[config.mk]
export PLATFORM = sky130hd
export DESIGN_NAME = tcf_track_mem
export DESIGN_NICKNAME = d
export VERILOG_FILES = /design/src/rtl/tcf_pkg.sv /design/src/rtl/tcf_track_mem.sv
export SDC_FILE = /design/constraint.sdc
export NUM_CORES = 2
export LEC_CHECK = 0
export BUFFER_PORTS_ARGS = -buffer_cell sky130_fd_sc_hd__buf_2
export CAP_MARGIN = 20
export CELL_PAD_IN_SITES_DETAIL_PLACEMENT = 1
export CELL_PAD_IN_SITES_GLOBAL_PLACEMENT = 1
export CORE_ASPECT_RATIO = 0.7
export CORE_UTILIZATION = 25
export CTS_BUF_LIST = sky130_fd_sc_hd__clkbuf_4 sky130_fd_sc_hd__clkbuf_8
export CTS_CLUSTER_DIAMETER = 50
export DETAILED_ROUTE_END_ITERATION = 12
export GPL_ROUTABILITY_DRIVEN = 0
export PLACE_DENSITY = 0.53
export SLEW_MARGIN = 20
export SYNTH_ARGS = -nofsm -noshare
export SYNTH_HDL_FRONTEND = slang
export SYNTH_MEMORY_MAX_BITS = 65536
export SYNTH_SLANG_ARGS = --single-unit
[constraint.sdc]
create_clock -name clk -period 7.8 [get_ports clk]
set_clock_uncertainty 0.05 [all_clocks]
set_input_delay 0 -clock clk [delete_from_list [all_inputs] [get_ports clk]]
set_output_delay 0 -clock clk [all_outputs]
set_load 0.01 [all_outputs]
[src/rtl/tcf_pkg.sv]
`default_nettype none
// ----------------------------------------------------------------------------
// tcf_pkg
// Shared types, widths and helpers for the track clone filter.
// ----------------------------------------------------------------------------
package tcf_pkg;

    localparam int COORD_W        = 24;
    localparam int THRESH_W       = 16;
    localparam int TRACK_IDX_W    = 6;
    localparam int MAX_TRACKS_DEF = 64;
    localparam int APB_ADDR_W     = 3;
    localparam int APB_DATA_W     = 32;

    localparam logic [THRESH_W-1:0] THRESH_RESET = 16'd256;

    // register index taken from paddr[2]
    localparam logic REG_MATCH_THRESHOLD = 1'b0;

    typedef struct packed {
        logic [COORD_W-1:0] x;
        logic [COORD_W-1:0] y;
        logic [COORD_W-1:0] r;
    } track_t;

    typedef struct packed {
        logic                   valid;
        logic [TRACK_IDX_W-1:0] idx;
    } cmp_tag_t;

    typedef struct packed {
        logic                   valid;
        logic                   close;
        logic [TRACK_IDX_W-1:0] idx;
    } cmp_res_t;

    function automatic logic [COORD_W-1:0] abs_diff(
        input logic signed [COORD_W:0] a,
        input logic signed [COORD_W:0] b
    );
        logic signed [COORD_W:0] d;
        logic signed [COORD_W:0] nd;
        begin
            d  = a - b;
            nd = -d;
            abs_diff = d[COORD_W] ? nd[COORD_W-1:0] : d[COORD_W-1:0];
        end
    endfunction

endpackage
`default_nettype wire

[src/rtl/tcf_track_mem.sv]
`default_nettype none
// ----------------------------------------------------------------------------
// tcf_track_mem
// Candidate table: one write port, two registered read ports.
// ----------------------------------------------------------------------------
module tcf_track_mem #(
    parameter int DEPTH  = tcf_pkg::MAX_TRACKS_DEF,
    parameter int ADDR_W = $clog2(DEPTH)
) (
    input  wire logic              clk,
    input  wire logic              we,
    input  wire logic [ADDR_W-1:0] waddr,
    input  wire tcf_pkg::track_t   wdata,
    input  wire logic [ADDR_W-1:0] raddr_a,
    output tcf_pkg::track_t        rdata_a,
    input  wire logic [ADDR_W-1:0] raddr_b,
    output tcf_pkg::track_t        rdata_b
);

    tcf_pkg::track_t mem [DEPTH];

    always_ff @(posedge clk)
    begin
        if (we)
        begin
            mem[waddr] <= wdata;
        end
        rdata_a <= mem[raddr_a];
        rdata_b <= mem[raddr_b];
    end

endmodule
`default_nettype wire

# [Word level (Yosys, flattened, before mapping)]
# Memories as Yosys holds them, arrays and structs flattened. A register that Yosys moved wholly into a read port is not among the register bits.
# Cells that the tools add are included.
[word_totals] regBits=0 latch_bits=0 ramBits=4608 rom_bits=0 input_bits=92 output_inout_bits=144 word_cells=3 n_memories=1
[mem_list] name="mem" depth=64 width=72 rd=2 rd_clocked_by_memory_dff=2 wr=1 line_no="tcf_track_mem.sv:20" source="tcf_pkg::track_t mem [DEPTH];"
[op_classes] addsub=0 mul=0 n_div=0 n_lt_le_gt_ge=0 eq_ne=0 shift=0 mux=2 bitwise=0 reduce_logical=0
[ops] operator="two-way mux 1 bit" count=2

# [Depth between registers and ports, before layout]
[depth] depth_word=2 ltp_mapped=10 depth_no_buf=5

# [Least setup slack after synthesis]
# No wires, ideal clock.
[synth_path] kind="input -> register" from="in waddr[3]" to="mem mem[48][0] (netlist bit) (enable)" setup_ns=0.590 arrival_time_ns=5.382 setup_slack_ns=1.778 path_stages=4 n_path_buf=1 cell_sequence="clkbuf_1 > nor2b_1 > nand4b_1 > nor3_1"
[synth_rtl] element="from (decl)" line_no="tcf_track_mem.sv:12" source="input wire logic [ADDR_W-1:0] waddr,"
[synth_rtl] element="to (decl)" line_no="tcf_track_mem.sv:20"
# Straight into the memory's write port.

# [Worst setup path in the final report]
[layout_path] from="in we" to="mem mem[53][58] (netlist bit) (enable)"
[layout_via] elab_chain_len=2
[layout_rtl] element="from (decl)" line_no="tcf_track_mem.sv:11" source="input wire logic we,"
[layout_rtl] element="two-way mux 1 bit" line_no="tcf_track_mem.sv:24" source="if (we)"
[layout_rtl] element="two-way mux 1 bit (not written as such)" line_no="tcf_track_mem.sv:26" source="mem[waddr] <= wdata;"
# Every way passes these cells.

==> reports/qor.yml <==
status:
  status: "complete, no violations"
clocking:
  cts-root-buf: "clkbuf_8"
  cts.sinks: 4752
  clockBufferDepth: 5
  tritoncts: "built"
  cts.clk_slew.worst_paths_ns: 0.07
  htreeDepth: 6
  cts-buffers-inserted: 731
  clk_latency_ns: 1.20
sta:
  tightest_slew_ns: 1.269
  final.period_utilization_pct: 49.31
  timing.slew.headroom_pct: 15.42
  timing.fmax_mhz: 260.0
  slew_viol_final: 0
  setup_tns_ns: 0
  fin_crit_ns: 3.846
  rsz0062_at_grt: "false"
  finalWorstSetupSlack_ns: 3.954
  hold_violations: 0
  setup_viol: 0
floorplan:
  fp.dieH_um: 771.1
  rows: 282
  pin_count: 236
  core_area_mm2: 0.8422
  die_w_um: 1101
  dieArea_mm2: 0.8487
  start_util_pct: 25.08
synth:
  yosysWarnings: 0
  synth-edff-count: 4608
  avgSynthCellArea_um2: 21.32
  ys_seq_area_share_pct: 66.87
  ys_ff_latch: 4752
  synth_flop_cell: "edfxtp_1"
  synthArstFlopShare_pct: 0
  syn_area_mm2: 0.2113
  syn_nets: 10000
  synthDistinctLibCells: 41
  synth_cells: 9909
detailed_routing:
  routed_wl_um: 879100
  firstDrtPassIters: 5
  route.met2.wl_um: 370600
  avgViaCountPerCell: 5.570
  wl_per_cell_um: 38.95
  num_vias: 125700
  ant_nets: 0
  drc: 0
  dr.max_layer_used: "met5"
  drt_iter0_drc: 21440
  wl_met1_um: 386900
  dr_wl_met3_um: 98270
global_routing:
  grt_pass1_vias: 124100
  antenna_found_initial: 127
  grt_max_degree: 106
  grt_pass1_wl_um: 1166000
  grt_usage_pct: 20.13
  grt.overflow.total: 0
power:
  vdd_drop_max_v: 0.0001333
  leakagePower_nw: 73.61
  p_per_area_mw_per_mm2: 227.9
  totalPowerFinal_mw: 55.62
final_layout:
  stdcell_area_mm2: 0.2440
  syn2layout_area_growth_pct: 15.50
  final_nets: 10700
  final_common_cell: "edfxtp_1"
  instances_no_fill: 22570
  fill_cells: 85550
  final_cell_mix: "edfxtp_1 (4608), mux4_2 (2288), clkbuf_8 (822)"
  drive_gt1_share_pct: 38.49
critical_path:
  crit_arrival_ns: 4.57
  endpoint_kind: "flip-flop"
  rrSetupSlack_ns: 5.08
  path_max_fanout: 19
  worstSetupPathType: "in2reg"
  crit_path_start_kind: "input pin"
  crit_required_ns: 8.52
placement:
  io_buffers: 235
  pre_cts_slack_ns: 3.873
  dp_hpwl_um: 513700
  placed_cells: 20940
  post_dp_cell_area_mm2: 0.2269
flow_run:
  cap_viol_max_count: 0
worst_hold_path:
  hold_path_class: "in2reg"
-- stage by stage --
step           utilization (%)  hold slack (ns)
3_3_place_gp             26.93           0.3789
5_1_grt                  28.96         0.004858
2_1_floorplan                -          0.04887
6_report                 28.97          0.06933
4_1_cts                  28.86          0.01214
3_5_place_dp             26.95           0.3800
-- Yosys cell counts (7+ instances only) --
| library cell | instances | area [um2] |
|---|---|---|
| edfxtp_1 | 4608 | 138400 |
| nand3_1 | 7 | 35.03 |
| a221oi_1 | 161 | 1410 |
| clkbuf_1 | 306 | 1149 |
| mux2_2 | 32 | 360.4 |
| mux4_2 | 2288 | 51530 |
| a22oi_1 | 41 | 307.8 |
| o21ai_0 | 52 | 260.3 |
| a221oi_2 | 10 | 150.1 |
| buf_1 | 38 | 142.6 |
| nand2b_1 | 21 | 131.4 |
| mux2i_1 | 152 | 1521 |
| nand2_1 | 27 | 101.4 |
| a2111oi_0 | 7 | 61.31 |
| buf_4 | 161 | 1209 |
| o22a_1 | 59 | 516.8 |
| buf_2 | 261 | 1306 |
| nor2_1 | 218 | 818.3 |
| a21oi_1 | 149 | 745.7 |
| nor4_1 | 63 | 394.1 |
| a311oi_1 | 20 | 175.2 |
| a31oi_1 | 8 | 50.05 |
| nor3_1 | 75 | 375.4 |
| a22o_1 | 154 | 1349 |
| buf_6 | 60 | 675.7 |
| o22ai_1 | 559 | 3497 |
| a211oi_1 | 86 | 645.6 |
| nor2b_1 | 27 | 168.9 |
| o21ai_1 | 12 | 60.06 |
| o221ai_1 | 70 | 613.1 |
| dfxtp_1 | 144 | 2883 |
-- timing repair --
action | in CTS | in global routing
hold buffers | 110 | 39
setup buffers | 0 | 0
hold endpoints to repair | 5282 | 1932
gates resized for setup | 0 | 0
-- cell type report --
class	instances	area, um2	area share (%)
Antenna cell	150	375.4	0.1538
Clock buffer	1076	13210	5.413
Clock inverter	255	1748	0.7164
Multi-Input combinational cell	4328	66330	27.18
Sequential cell	4752	141300	57.89
Tap cell	11220	14040	5.752
Timing Repair Buffer	792	7051	2.889
-- where the power goes --
| group | switching [mW] | total [mW] | internal (mW) |
|---|---|---|---|
| logic | 2.93 | 4.68 | 1.76 |
| clock network | 10.8 | 22.3 | 11.4 |
| registers | 0.400 | 28.7 | 28.3 |
-- kinds of logic after synthesis --
kind of cell | share of synthesized area (%)
compound gates | 4.659
mux | 25.28
simple gates | 1.062
flops | 66.87
buf+inv | 2.130
-- final timing paths --
| path | start | to | cells after the start |
|---|---|---|---|
| worst max-delay path | we | mem[53][58]$_DFFE_PP_ | 10 |
| worst min-delay path | wdata[66] | mem[58][66]$_DFFE_PP_ | 2 |
| worst max register to register | mem[37][35]$_DFFE_PP_ | rdata_a[35]$_DFF_P_ | 7 |
| worst min register to register | mem[14][56]$_DFFE_PP_ | rdata_a[56]$_DFF_P_ | 3 |
-- metal layers --
metal,vias up,track usage [%]
met5,-,0.1792
met4,32,5.218
met3,1157,5.306
met2,8444,28.43
met1,70140,30.38
li1,45950,-
-- critical path, cell delays in order --
cell	delay, ns
dlygate4sd3_1	0.61
buf_2	0.20
nor2b_1	0.18
nand4_1	0.12
dlygate4sd3_1	0.72
nor2_4	0.19
dlygate4sd3_1	1.04
buf_12	0.28
buf_4	0.55
buf_4	0.54
-- state kept, by name, indices dropped and copies added (netlist names) --
signal   cells
rdata_b     72
mem       4608
rdata_a     72
No activity file was read; power rests on OpenSTA's default activity.
