## config.mk

```make
export PLATFORM = sky130hd
export DESIGN_NAME = tcf_pair_cmp
export DESIGN_NICKNAME = d
export VERILOG_FILES = /design/src/rtl/tcf_pkg.sv /design/src/rtl/tcf_pair_cmp.sv
export SDC_FILE = /design/constraint.sdc
export NUM_CORES = 1
export LEC_CHECK = 0
export BUFFER_PORTS_ARGS = -buffer_cell sky130_fd_sc_hd__buf_4
export CAP_MARGIN = 20
export CORE_MARGIN = 2
export CORE_UTILIZATION = 42
export DETAILED_ROUTE_END_ITERATION = 7
export GPL_TIMING_DRIVEN = 1
export PLACE_DENSITY = 0.65
export SLEW_MARGIN = 20
export SYNTH_ARGS = -nofsm -noshare
export SYNTH_HDL_FRONTEND = slang
export SYNTH_SLANG_ARGS = --single-unit
export TNS_END_PERCENT = 1
```

## constraint.sdc

```tcl
create_clock -name clk -period 0.8 [get_ports clk]
set_clock_uncertainty 0.1 [all_clocks]
set_input_delay 0.16 -clock clk [delete_from_list [all_inputs] [get_ports clk]]
set_output_delay 0.16 -clock clk [all_outputs]
set_load 0.05 [all_outputs]
```

## src/rtl/tcf_pkg.sv

```systemverilog
`default_nettype none
// ----------------------------------------------------------------------------
// tcf_pkg
// Shared types, widths and helpers for the track clone filter.
// ----------------------------------------------------------------------------
package tcf_pkg;

    localparam int COORD_W        = 24;
    localparam int THRESH_W       = 16;
    localparam int TRACK_IDX_W    = 6;
    localparam int MAX_TRACKS_DEF = 64;
    localparam int APB_ADDR_W     = 3;
    localparam int APB_DATA_W     = 32;

    localparam logic [THRESH_W-1:0] THRESH_RESET = 16'd256;

    // register index taken from paddr[2]
    localparam logic REG_MATCH_THRESHOLD = 1'b0;

    typedef struct packed {
        logic [COORD_W-1:0] x;
        logic [COORD_W-1:0] y;
        logic [COORD_W-1:0] r;
    } track_t;

    typedef struct packed {
        logic                   valid;
        logic [TRACK_IDX_W-1:0] idx;
    } cmp_tag_t;

    typedef struct packed {
        logic                   valid;
        logic                   close;
        logic [TRACK_IDX_W-1:0] idx;
    } cmp_res_t;

    function automatic logic [COORD_W-1:0] abs_diff(
        input logic signed [COORD_W:0] a,
        input logic signed [COORD_W:0] b
    );
        logic signed [COORD_W:0] d;
        logic signed [COORD_W:0] nd;
        begin
            d  = a - b;
            nd = -d;
            abs_diff = d[COORD_W] ? nd[COORD_W-1:0] : d[COORD_W-1:0];
        end
    endfunction

endpackage
`default_nettype wire

```

## src/rtl/tcf_pair_cmp.sv

```systemverilog
`default_nettype none
// ----------------------------------------------------------------------------
// tcf_pair_cmp
// Registered closeness test of two candidates against the threshold.
// ----------------------------------------------------------------------------
module tcf_pair_cmp (
    input  wire logic                             clk,
    input  wire logic                             rst_n,
    input  wire tcf_pkg::track_t                  cand_a,
    input  wire tcf_pkg::track_t                  cand_b,
    input  wire logic [tcf_pkg::THRESH_W-1:0]     threshold,
    input  wire tcf_pkg::cmp_tag_t                tag,
    output tcf_pkg::cmp_res_t                     res
);

    logic [tcf_pkg::COORD_W-1:0] dx;
    logic [tcf_pkg::COORD_W-1:0] dy;
    logic [tcf_pkg::COORD_W-1:0] dr;
    logic [tcf_pkg::COORD_W-1:0] th;
    logic                        close;
    tcf_pkg::cmp_res_t           res_reg;
    tcf_pkg::cmp_res_t           res_next;

    always_comb
    begin
        dx = tcf_pkg::abs_diff({cand_a.x[tcf_pkg::COORD_W-1], cand_a.x},
                               {cand_b.x[tcf_pkg::COORD_W-1], cand_b.x});
        dy = tcf_pkg::abs_diff({cand_a.y[tcf_pkg::COORD_W-1], cand_a.y},
                               {cand_b.y[tcf_pkg::COORD_W-1], cand_b.y});
        dr = tcf_pkg::abs_diff({1'b0, cand_a.r}, {1'b0, cand_b.r});
        th = tcf_pkg::COORD_W'(threshold);
        close = (dx < th) && (dy < th) && (dr < th);
        res_next.valid = tag.valid;
        res_next.close = close;
        res_next.idx   = tag.idx;
    end

    always_ff @(posedge clk or negedge rst_n)
    begin
        if (!rst_n)
        begin
            res_reg <= '0;
        end
        else
        begin
            res_reg <= res_next;
        end
    end

    assign res = res_reg;

endmodule
`default_nettype wire
```

-- Word level (Yosys, flattened, before mapping)
Index checks and enable logic that the tools add are counted.
- $add $sub $neg: 6
- order comparisons: 3
- mux-type cells: 3
- reductions and logical operators: 2
- operator list (cell ; count):
    $sub A24 B24 Y25 ; 3
    $lt A24 B16 Y1 ; 3
    $mux W24 ; 3
    $neg A24 Y24 ; 3
    $logic_and A1 B1 Y1 ; 2
- bits in registers: 8
- input port bits: 169
- output and inout bits: 8
- word-level logic and storage cells: 17

-- Depth between registers and ports, before layout
Gate-level depths: netlist of run 1.
- depth after elaboration: 6
- depth in mapped cells: 24
- gate-level depth less buffers: 23

-- Least setup slack after synthesis of run 1
OpenSTA, ideal clock, no wires.
- path type: input to register
- start: input cand_a[48] (netlist bit)
- end: register res_reg (netlist bit res[6])
- setup time: 0.096 ns
- arrival: 4.377 ns
- required time: 0.604 ns
- path slack: -3.773 ns
- stages on the path: 21
- buffers on the path: 1
- cells stage by stage: inv_1 ha_1 fa_1 nand2b_1 a21oi_1 o21ai_1 xor2_1 o2111ai_1 or4_1 clkbuf_1 o41ai_1 xnor2_1 ha_1 a22oi_1 and4_1 nand4_1 nor4_1 nand3_1 nor4_1 nand4_1 nor4_2
- longest elaborated chain between the ends: 6
- ends and longest elaborated chain (item ; RTL line ; source):
    start: declaration ; tcf_pair_cmp.sv:9 ; input wire tcf_pkg::track_t cand_a,
    $sub A24 B24 Y25 * ; tcf_pkg.sv:44 ; d = a - b;
    $neg A24 Y24 ; tcf_pkg.sv:45 ; nd = -d;
    $mux W24 * ; tcf_pkg.sv:46 ; abs_diff = d[COORD_W] ? nd[COORD_W-1:0] : d[COORD_W-1:0];
    $lt A24 B16 Y1 * ; tcf_pair_cmp.sv:32 ; close = (dx < th) && (dy < th) && (dr < th);
    $logic_and A1 B1 Y1 * (2 in a row) ; tcf_pair_cmp.sv:32 ;
    via close ; tcf_pair_cmp.sv:20 ; logic close;
    end signal: assignment ; tcf_pair_cmp.sv:46 ; res_reg <= res_next;
    end: declaration ; tcf_pair_cmp.sv:21 ; tcf_pkg::cmp_res_t res_reg;
The timed path passes the listed nets; every way through them passes the cells marked *.

-- Worst setup path in the final report of run 1
Same ends and word-level chain as after synthesis.

==> flow_summary.json, run 1 <==
{
  "status": "complete, but fails checks",
  "violations": "negative hold slack, negative setup slack",
  "path_class": "input pin to flip-flop",
  "core_area_sq_um": 18600,
  "synth-edff-count": 0,
  "cp_data_required_time_ns": 0.84,
  "drv_cap": 0,
  "swShare_pct": 45.8,
  "timing.fmax_mhz": 240,
  "power.switching_uw": 6520,
  "drt_pass1_iterations": 5,
  "dp_hpwl_um": 23400,
  "diodes": 0,
  "powerDensity_nw_per_um2": 1110,
  "largest_reg_flops": 8,
  "clk_pin_slew_ns": 0.04,
  "initial_utilization_pct": 42.4,
  "fin_ws_ns": -3.37,
  "whs_ns": -0.0635,
  "grt_pass1_vias": 9990,
  "hold_buffers": 3,
  "netlist_area_sq_um": 7880,
  "synth_seq_cells": 8,
  "cts_inserted_buffers": 3,
  "die-width_um": 141,
  "finalWirelength_um": 26900,
  "dr_total_vias": 10500,
  "finalNetCount": 1989,
  "antenna_found_initial": 0,
  "dieHeight_um": 141,
  "p_leak_uw": 0.00635,
  "critical_path.cell_chain": "buf_4 > inv_1 > ha_2 > fa_2 > nand2b_4 > a21oi_4 > nor2_2 > xnor2_2 > or4_4 > or2_2 > o31ai_4 > xnor2_1 > ha_1 > nand3_1 > and4_1 > nand4_1 > nor4_2 > nand3_1 > nor4_2 > nand4_1 > nor4_2",
  "cts_tree": "built",
  "min_to": "res[7]",
  "cp-start-kind": "input pin",
  "finalHoldViolations": 5,
  "grt_max_degree": 13,
  "path_common_cell": "nor4_2",
  "ioPinCount": 177,
  "hp-class": "input pin to flip-flop",
  "syn_avg_cell_area_sq_um": 6.93,
  "pre_cts_slack_ns": -3.95,
  "cts_htree_levels": 1,
  "synthArstFlopShare_pct": 100,
  "total_power_uw": 14200,
  "grt-ovfl-total": 0,
  "die-area_sq_um": 19900,
  "final_area_sq_um": 12800,
  "setup_viol": 9,
  "clockBufferDepth": 2,
  "rsz0062_at_grt": "yes",
  "syn_inst": 1137,
  "p_int_uw": 7710,
  "via_per_inst": 5.44,
  "rows": 50,
  "dpl_cell_area_sq_um": 12400,
  "worst_pin_slew_ns": 0.504,
  "critPathSlowestCell": "or4_4",
  "drc_errors": 0,
  "cp_slowest_stage_delay_ns": 0.43,
  "finalCriticalPeriod_ns": 4.17,
  "grt_use_total_pct": 25.8,
  "worstPathArrival_ns": 4.21,
  "hold_depth": 1,
  "report.final.slew_viol_count": 0,
  "ant_nets": 0,
  "max_slew_margin_pct": 66.1,
  "fin_crit_sh_pct": 521,
  "syn_nets": 1429,
  "combPwrFrac_pct": 91.1,
  "grt_pass1_wl_um": 44100,
  "gp_congestion": 0.940,
  "crit_path_end_kind": "flip-flop",
  "p_clk_share_pct": 5.9,
  "drive_above_1_share_pct": 40.1,
  "synth_ff_type": "dfrtp_1",
  "numPortBuffers": 176,
  "root_buffer": "clkbuf_16",
  "ir_drop_mv": 0.494,
  "clock_sinks": 8,
  "worstHoldStart": "tag[6]",
  "drtIter0Drc": 582,
  "wl_per_cell_um": 13.9,
  "power_frac_seq_pct": 3.0,
  "syn_to_final_growth_pct": 63.0,
  "synth-seq-area-share_pct": 2.54,
  "yosys_warnings": 0,
  "synth.distinct_cells": 94,
  "critPathMaxFanout": 4
}
## power by group through the flow
stage	clock network (uW)	logic, uW	registers [uW]
after detailed placement	0	12200	435
after floorplan	0	6790	501
after global routing	863	14300	434
after CTS	844	12500	433
after global placement	0	11900	434
final	835	13000	433
## per-stage QoR
step | utilization, % | std cells | hold slack (ns) | setup TNS [ns]
finish | 69.1 | 1929 | -0.0635 | -5.05
CTS | 68.0 | 1924 | -0.0627 | -5.19
global placement | 66.7 | 1917 | -0.113 | -3.83
global route | 69.1 | 1929 | -0.0605 | -5.37
detailed placement | 66.7 | 1917 | -0.113 | -3.97
floorplan | - | 1137 | -0.236 | -3.86
## critical path: cells and delay by family
| kind | cells | cell delay (ns) |
|---|---|---|
| buf+inv | 2 | 0.11 |
| simple gates | 12 | 2.36 |
| compound gates | 2 | 0.41 |
| fa+ha+maj | 3 | 0.89 |
| xor+xnor | 2 | 0.27 |
## cell type report
type,count,area [sq um]
clock buffers,3,75.1
fillers,1660,5740
inverters,108,408
multi-input cells,990,7420
flip-flops and latches,8,200
well taps,234,293
repair buffers,586,4450
## worst max-delay path by stage
stage	start	endpoint	slack, ns	cells after the start
after global routing	cand_a[48]	res[6]	-3.62	21
after CTS	cand_a[48]	res[6]	-3.50	21
after floorplan	cand_a[48]	res[6]	-3.49	21
final	cand_a[48]	res[6]	-3.37	21
after detailed placement	cand_a[0]	res[6]	-3.95	25
after global placement	cand_a[0]	res[6]	-3.80	25
## synthesized netlist by cell type (4+ instances only)
master | instances | share of area, %
nand3_1 | 31 | 2.0
dfrtp_1 | 8 | 2.5
o211ai_1 | 19 | 1.8
nand3b_1 | 8 | 0.76
and4_1 | 6 | 0.67
o31a_1 | 5 | 0.56
a32oi_1 | 4 | 0.44
and3_1 | 7 | 0.56
a21o_1 | 24 | 2.3
o21ai_1 | 8 | 0.51
xnor2_1 | 51 | 5.7
inv_1 | 108 | 5.1
o21bai_1 | 6 | 0.57
a22oi_1 | 4 | 0.38
o21ai_0 | 66 | 4.2
a2111oi_0 | 6 | 0.67
or2_2 | 7 | 0.56
nor2b_1 | 14 | 1.1
a211oi_1 | 12 | 1.1
xor2_1 | 29 | 3.2
a211o_1 | 9 | 1.0
and2_1 | 15 | 1.2
nor3_1 | 25 | 1.6
mux2i_1 | 10 | 1.3
a31oi_1 | 15 | 1.2
o21ai_2 | 4 | 0.44
a21oi_1 | 97 | 6.2
o21a_1 | 15 | 1.4
a311o_1 | 4 | 0.51
ha_1 | 120 | 19
or4_1 | 8 | 0.76
a21boi_0 | 5 | 0.48
nand2_1 | 92 | 4.4
a221oi_1 | 4 | 0.44
o2111ai_1 | 7 | 0.78
o221ai_1 | 6 | 0.67
nor3b_1 | 4 | 0.38
nand2b_1 | 15 | 1.2
o31ai_1 | 11 | 1.0
nor4_1 | 11 | 0.87
or3_1 | 17 | 1.3
clkbuf_1 | 18 | 0.86
buf_2 | 10 | 0.64
nor2_1 | 81 | 3.9
nand4_1 | 29 | 2.3
## routing by layer
metal  vias up  wire (um)  GRT usage, %
met1      4785      12000          32.7
met5         -          0             0
met4         0        790          7.89
li1       5372          -             -
met2       290      12900          46.7
met3        48       1210          1.70
## cell families after synthesis
logic type	share of synthesized area, %
flip-flops	2.54
AO/OA/AOI/OAI	32.8
AND/OR/NAND/NOR	26.9
XOR/XNOR	9.10
buffers and inverters	7.02
adder cells (fa/ha/maj)	19.8
multiplexers	1.84
## timing repair
action                                 in CTS  in global routing
pin swaps                                  18                 39
gates cloned                                0                  0
setup endpoints to repair                   9                 11
endpoints found under the hold margin      15                  5
setup buffers                               1                  5
resized for setup                          29                 47
## cells in the final DEF (no fill, tap or decap), types with 9 or more instances in the layout
cell,count
buf_4,574
ha_1,117
inv_1,106
a21oi_1,91
nand2_1,90
nor2_1,80
o21ai_0,58
xnor2_1,49
nand3_1,30
nand4_1,29
xor2_1,27
nor3_1,25
a21o_1,24
o211ai_1,19
or3_1,16
and2_1,15
o21a_1,14
a31oi_1,14
nor2b_1,13
nand2b_1,13
o21ai_1,12
a211oi_1,11
mux2i_1,10
o31ai_1,10
buf_6,10
a211o_1,9
(Power assumes the default switching activity.)
==> run 2, diff against run 1 <==
- ABC_AREA: unset -> 1
- PLACE_DENSITY: 0.65 -> 0.64
==> run 2 against run 1 <==
  * The run still ends with negative hold slack, negative setup slack left
  * Critical endpoint unchanged
  * Cell area grew 9.3%
  * Sequential power about the same
  * Combinational power increased by 10%
  * Core utilization down 0.18 points
  * Global-route usage rose by 0.31 points
  * Worst setup slack improved by 0.48 ns
  * Critical path depth is 13 higher
  * Flip-flop and latch count unchanged
==> flow_summary.json, run 2 <==
{
  "ant_nets": 0,
  "finalNetCount": 2618,
  "crit_path_end_kind": "flip-flop",
  "finalCriticalPeriod_ns": 3.69,
  "violations": "negative hold slack, negative setup slack",
  "wl_per_cell_um": 11.3,
  "clock_sinks": 8,
  "powerDensity_nw_per_um2": 1100,
  "syn_avg_cell_area_sq_um": 5.05,
  "report.final.slew_viol_count": 0,
  "numPortBuffers": 176,
  "cp_data_required_time_ns": 0.86,
  "total_power_uw": 15500,
  "synth_compound_area_share_pct": 7.86,
  "cts_tree": "built",
  "status": "complete, but fails checks",
  "p_leak_uw": 0.00868,
  "finalWirelength_um": 29300,
  "fin_ws_ns": -2.89,
  "diodes": 0,
  "die-area_sq_um": 22100,
  "dr_total_vias": 12200,
  "cts_htree_levels": 1,
  "path_common_cell": "buf_4",
  "largest_reg_flops": 8,
  "clockBufferDepth": 2,
  "syn_inst": 1738,
  "synth.distinct_cells": 36,
  "root_buffer": "clkbuf_16",
  "syn_to_final_growth_pct": 60.1,
  "synth-simple-area-share_pct": 50.0,
  "cts_inserted_buffers": 3,
  "worstPathArrival_ns": 3.75,
  "grt_use_total_pct": 26.1,
  "worstHoldStart": "tag[2]",
  "synthMuxAreaShare_pct": 0,
  "synth_xor_area_share_pct": 5.41,
  "yosysMostFrequentCell": "nand2_1",
  "cp-start-kind": "input pin",
  "synth-edff-count": 0,
  "synth_top_family_by_area": "simple AND/OR/NAND/NOR gates",
  "rsz0062_at_grt": "yes",
  "rows": 52,
  "synth.area.top_cells": "nand2_1 (27%), ha_1 (17%), inv_1 (16%)",
  "ir_drop_mv": 0.647,
  "syn_nets": 2030,
  "grt_pass1_vias": 11400,
  "synth-seq-area-share_pct": 2.28,
  "whs_ns": -0.0620,
  "path_class": "input pin to flip-flop",
  "synth_top_area_share_pct": 27.3,
  "antenna_found_initial": 0,
  "layout_common_cells": "nand2_1 (619), buf_4 (570), inv_1 (362), nand3_1 (142), nor2_1 (134)",
  "final_common_cell": "nand2_1",
  "critPathSlowestCell": "fa_2",
  "setup.worst_path.start": "cand_a[48]",
  "timing.fmax_mhz": 271,
  "fin_crit_sh_pct": 461,
  "drv_cap": 0,
  "setup_viol": 11,
  "synth_seq_cells": 8,
  "cp_slowest_stage_delay_ns": 0.36,
  "worst_pin_slew_ns": 0.403,
  "critPathMaxFanout": 4,
  "finalHoldViolations": 3,
  "worstSetupEndpoint": "res[6]",
  "hp-class": "input pin to flip-flop",
  "grt-ovfl-total": 0,
  "dp_hpwl_um": 25200,
  "core_area_sq_um": 20400,
  "dieHeight_um": 149,
  "max_slew_margin_pct": 72.9,
  "drtIter0Drc": 524,
  "drc_errors": 0,
  "synth_top_cells_by_count": "nand2_1 (639), inv_1 (369), nor2_1 (152)",
  "via_per_inst": 4.70,
  "synth_area_leader_cell": "nand2_1",
  "ioPinCount": 177,
  "clk_pin_slew_ns": 0.04,
  "synthArstFlopShare_pct": 100,
  "grt_max_degree": 14,
  "yosys_warnings": 0,
  "gp_congestion": 0.919,
  "grt_pass1_wl_um": 48900,
  "synthAdderAreaFrac_pct": 17.8,
  "drive_above_1_share_pct": 30.3,
  "fill_cells": 1942,
  "drt_pass1_iterations": 6,
  "netlist_area_sq_um": 8770,
  "initial_utilization_pct": 43.1,
  "die-width_um": 149,
  "synth_ff_type": "dfrtp_1"
}
[run 2: cell count changes in the layout (fill, tap and decap cells not counted), sizes merged, moves of 15 or more]
cell    before  now
nand2       93  656
inv        108  374
nand3       31  151
nor2        81  157
o21ai       78   31
xnor2       52   10
a21o        24    2
a21oi      100   82
or3         18    0
o211ai      21    4
a31oi       15    0
nand2b      15    0
[run 2: per-layer routing]
layer	wire length [um]	share of wire, %	track usage [%]
met5	0	0	0
met2	13700	47	46.7
met3	1340	4.6	0.982
met1	13800	47	35.0
met4	524	1.8	5.19
[run 2: worst min-delay path by stage]
stage                   to  slack (ns)  cells after the start
detailed placement  res[4]       -0.12                      1
floorplan           res[0]       -0.24                      0
CTS                 res[2]       -0.06                      1
finish              res[2]       -0.06                      1
global placement    res[4]       -0.12                      1
global route        res[2]       -0.06                      1
[run 2: repair_timing]
| item | CTS | global route |
|---|---|---|
| endpoints found under the setup margin | 9 | 10 |
| resized for setup | 63 | 42 |
| pin swaps | 53 | 34 |
| hold buffers | 2 | 3 |
| cloned | 1 | 0 |
| setup buffers | 33 | 2 |
| hold endpoints to repair | 15 | 6 |
[run 2: layout make-up]
cell class | count | area, sq um | share of cell area (%)
inverters | 374 | 1410 | 10.1
repair buffers | 591 | 4550 | 32.4
multi-input cells | 1348 | 7470 | 53.2
clock buffers | 3 | 75.1 | 0.535
well taps | 270 | 338 | 2.41
flip-flops and latches | 8 | 200 | 1.43
[run 2: per-stage QoR]
stage / utilization [%] / cell area [sq um] / std cells / worst slack [ns] / setup TNS, ns
floorplan: - / 8820 / 1738 / -2.81 / -3.18
global placement: 65.0 / 13200 / 2550 / -3.11 / -3.11
detailed placement: 65.0 / 13200 / 2550 / -3.22 / -3.22
CTS: 68.0 / 13900 / 2589 / -2.84 / -4.49
global route: 68.9 / 14000 / 2594 / -3.17 / -4.99
finish: 68.9 / 14000 / 2594 / -2.89 / -4.59
[run 2: kinds of logic after synthesis]
group,after synthesis
compound gates,129
xor+xnor,52
fa+ha+maj,123
buf+inv,382
flops,8
simple gates,1044
[run 2: where the power goes]
group | internal [uW] | switching (uW)
combinational | 6940 | 7310
clock | 643 | 180
sequential | 425 | 8.80
[run 2: worst max-delay path, delay by kind of cell]
| kind | cells | cell delay, ns |
|---|---|---|
| AND/OR/NAND/NOR | 18 | 1.54 |
| buffers and inverters | 14 | 1.50 |
| adder cells (fa/ha/maj) | 2 | 0.51 |
==> run 3, diff against run 2 <==
- CAP_MARGIN: 20 -> unset
- CORE_MARGIN: 2 -> 5
==> run 3 against run 2 <==
  * The run still ends with negative hold slack, negative setup slack left
  * Non-clock buffer count up 4
  * Count of clock-buffer cells in the layout unchanged
  * Cell area up 2.3%
  * Cell count up 0.15%
  * Critical path depth down 1
  * Global-route usage down 2.5 points
  * Sequential power about the same
  * Critical path type unchanged
  * Largest cell class unchanged
  * Largest power group unchanged
==> flow_summary.json, run 3 (same netlist as run 2, synthesis figures left out) <==
{
  "status": "complete, but fails checks",
  "violations": "negative hold slack, negative setup slack",
  "rsz0062_at_grt": "yes",
  "cts_htree_levels": 1,
  "timing.fmax_mhz": 278,
  "hp-class": "input pin to flip-flop",
  "wl_per_cell_um": 11.6,
  "ioPinCount": 177,
  "fin_crit_sh_pct": 450,
  "drtIter0Drc": 576,
  "cp-start-kind": "input pin",
  "largest_reg_flops": 8,
  "finalWirelength_um": 30100,
  "fin_ws_ns": -2.80,
  "grt-ovfl-total": 0,
  "clock_sinks": 8,
  "finalHoldViolations": 5,
  "drive_above_1_share_pct": 33.3,
  "drt_pass1_iterations": 6,
  "crit_path_end_kind": "flip-flop",
  "path_common_cell": "nand2_2",
  "layout_common_cells": "nand2_1 (596), buf_4 (575), inv_1 (357), nand3_1 (135), nor2_1 (122)",
  "dpl_cell_area_sq_um": 13200,
  "ant_nets": 0,
  "diodes": 0,
  "gp_congestion": 0.898,
  "crit_family": "simple AND/OR/NAND/NOR gates",
  "finalNetCount": 2622,
  "grt_pass1_wl_um": 49300,
  "path_class": "input pin to flip-flop",
  "setup.worst_path.start": "cand_a[48]",
  "final_common_cell": "nand2_1",
  "setup_viol": 11,
  "initial_utilization_pct": 42.9,
  "worst_pin_slew_ns": 0.481,
  "grt_max_degree": 14,
  "root_buffer": "clkbuf_16",
  "grt_pass1_vias": 11300,
  "report.final.slew_viol_count": 0,
  "antenna_found_initial": 0,
  "clockBufferDepth": 2,
  "worstSetupEndpoint": "res[6]",
  "max_slew_margin_pct": 67.7,
  "final.setup.tns_ns": -4.46,
  "whs_ns": -0.0625,
  "die-area_sq_um": 23900,
  "p_leak_uw": 0.00873,
  "critical_path_buf_inv_count": 6,
  "critPathMaxFanout": 8,
  "numPortBuffers": 176,
  "final_area_sq_um": 14400,
  "dr_total_vias": 12200,
  "worstPathArrival_ns": 3.66,
  "rows": 52,
  "grt_use_total_pct": 23.6,
  "hold_depth": 1,
  "cp_data_required_time_ns": 0.86,
  "drv_cap": 0,
  "powerDensity_nw_per_um2": 1120,
  "core_area_sq_um": 20400,
  "die-width_um": 155,
  "ir_drop_mv": 0.846,
  "dieHeight_um": 155,
  "cts_tree": "built",
  "finalCriticalPeriod_ns": 3.60,
  "via_per_inst": 4.70,
  "drc_errors": 0,
  "path_depth": 33,
  "syn_to_final_growth_pct": 63.7,
  "cp_slowest_stage_delay_ns": 0.36,
  "dp_hpwl_um": 25600,
  "clk_pin_slew_ns": 0.04,
  "critPathSlowestCell": "fa_2",
  "cts_inserted_buffers": 3
}
-- run 3: cell types whose count changed in the layout (fill, tap and decap cells not counted), moves of 7 or more --
cell,delta
nand3_2,+7
nand2_1,-23
nor2_1,-12
ha_1,-9
nand2_2,+20
nand3_1,-7
-- run 3: worst min path at each step --
stage                start     end  slack, ns
CTS                 tag[6]  res[7]      -0.06
floorplan            rst_n  res[0]      -0.24
global route        tag[2]  res[2]      -0.06
global placement     rst_n  res[3]      -0.12
detailed placement   rst_n  res[3]      -0.12
finish              tag[4]  res[4]      -0.06
-- run 3: final cells by class --
cell class / count / area, sq um
clock buffers: 3 / 75.1
fillers: 1892 / 6070
inverters: 374 / 1410
multi-input cells: 1348 / 7760
flip-flops and latches: 8 / 200
well taps: 270 / 338
repair buffers: 595 / 4570
-- run 3: where the power goes --
group / switching (uW) / internal [uW] / leakage (uW)
logic: 7590 / 7220 / 0.00860
clock network: 178 / 643 / 0.0000370
registers: 8.56 / 425 / 0.0000955
-- run 3: stage by stage --
stage | total power (uW) | utilization [%] | instances | setup slack, ns
after floorplan | 7940 | - | 1738 | -2.81
after global placement | 13200 | 64.5 | 2543 | -3.11
after detailed placement | 13500 | 64.5 | 2543 | -3.22
after CTS | 15100 | 67.6 | 2580 | -2.80
after global routing | 17900 | 70.3 | 2598 | -3.10
final | 16100 | 70.3 | 2598 | -2.80
-- run 3: layer usage --
metal	routed length, um	track usage, %
met1	14300	33.1
met2	14000	41.5
met3	1360	0.866
met4	432	2.78
met5	0	0
-- run 3: timing repair --
item	CTS	global route
cloned	0	0
gates resized for setup	78	106
buffers inserted	33	16
endpoints found under the hold margin	15	7
pin swaps	55	85
setup endpoints to repair	9	9
hold buffers	1	2
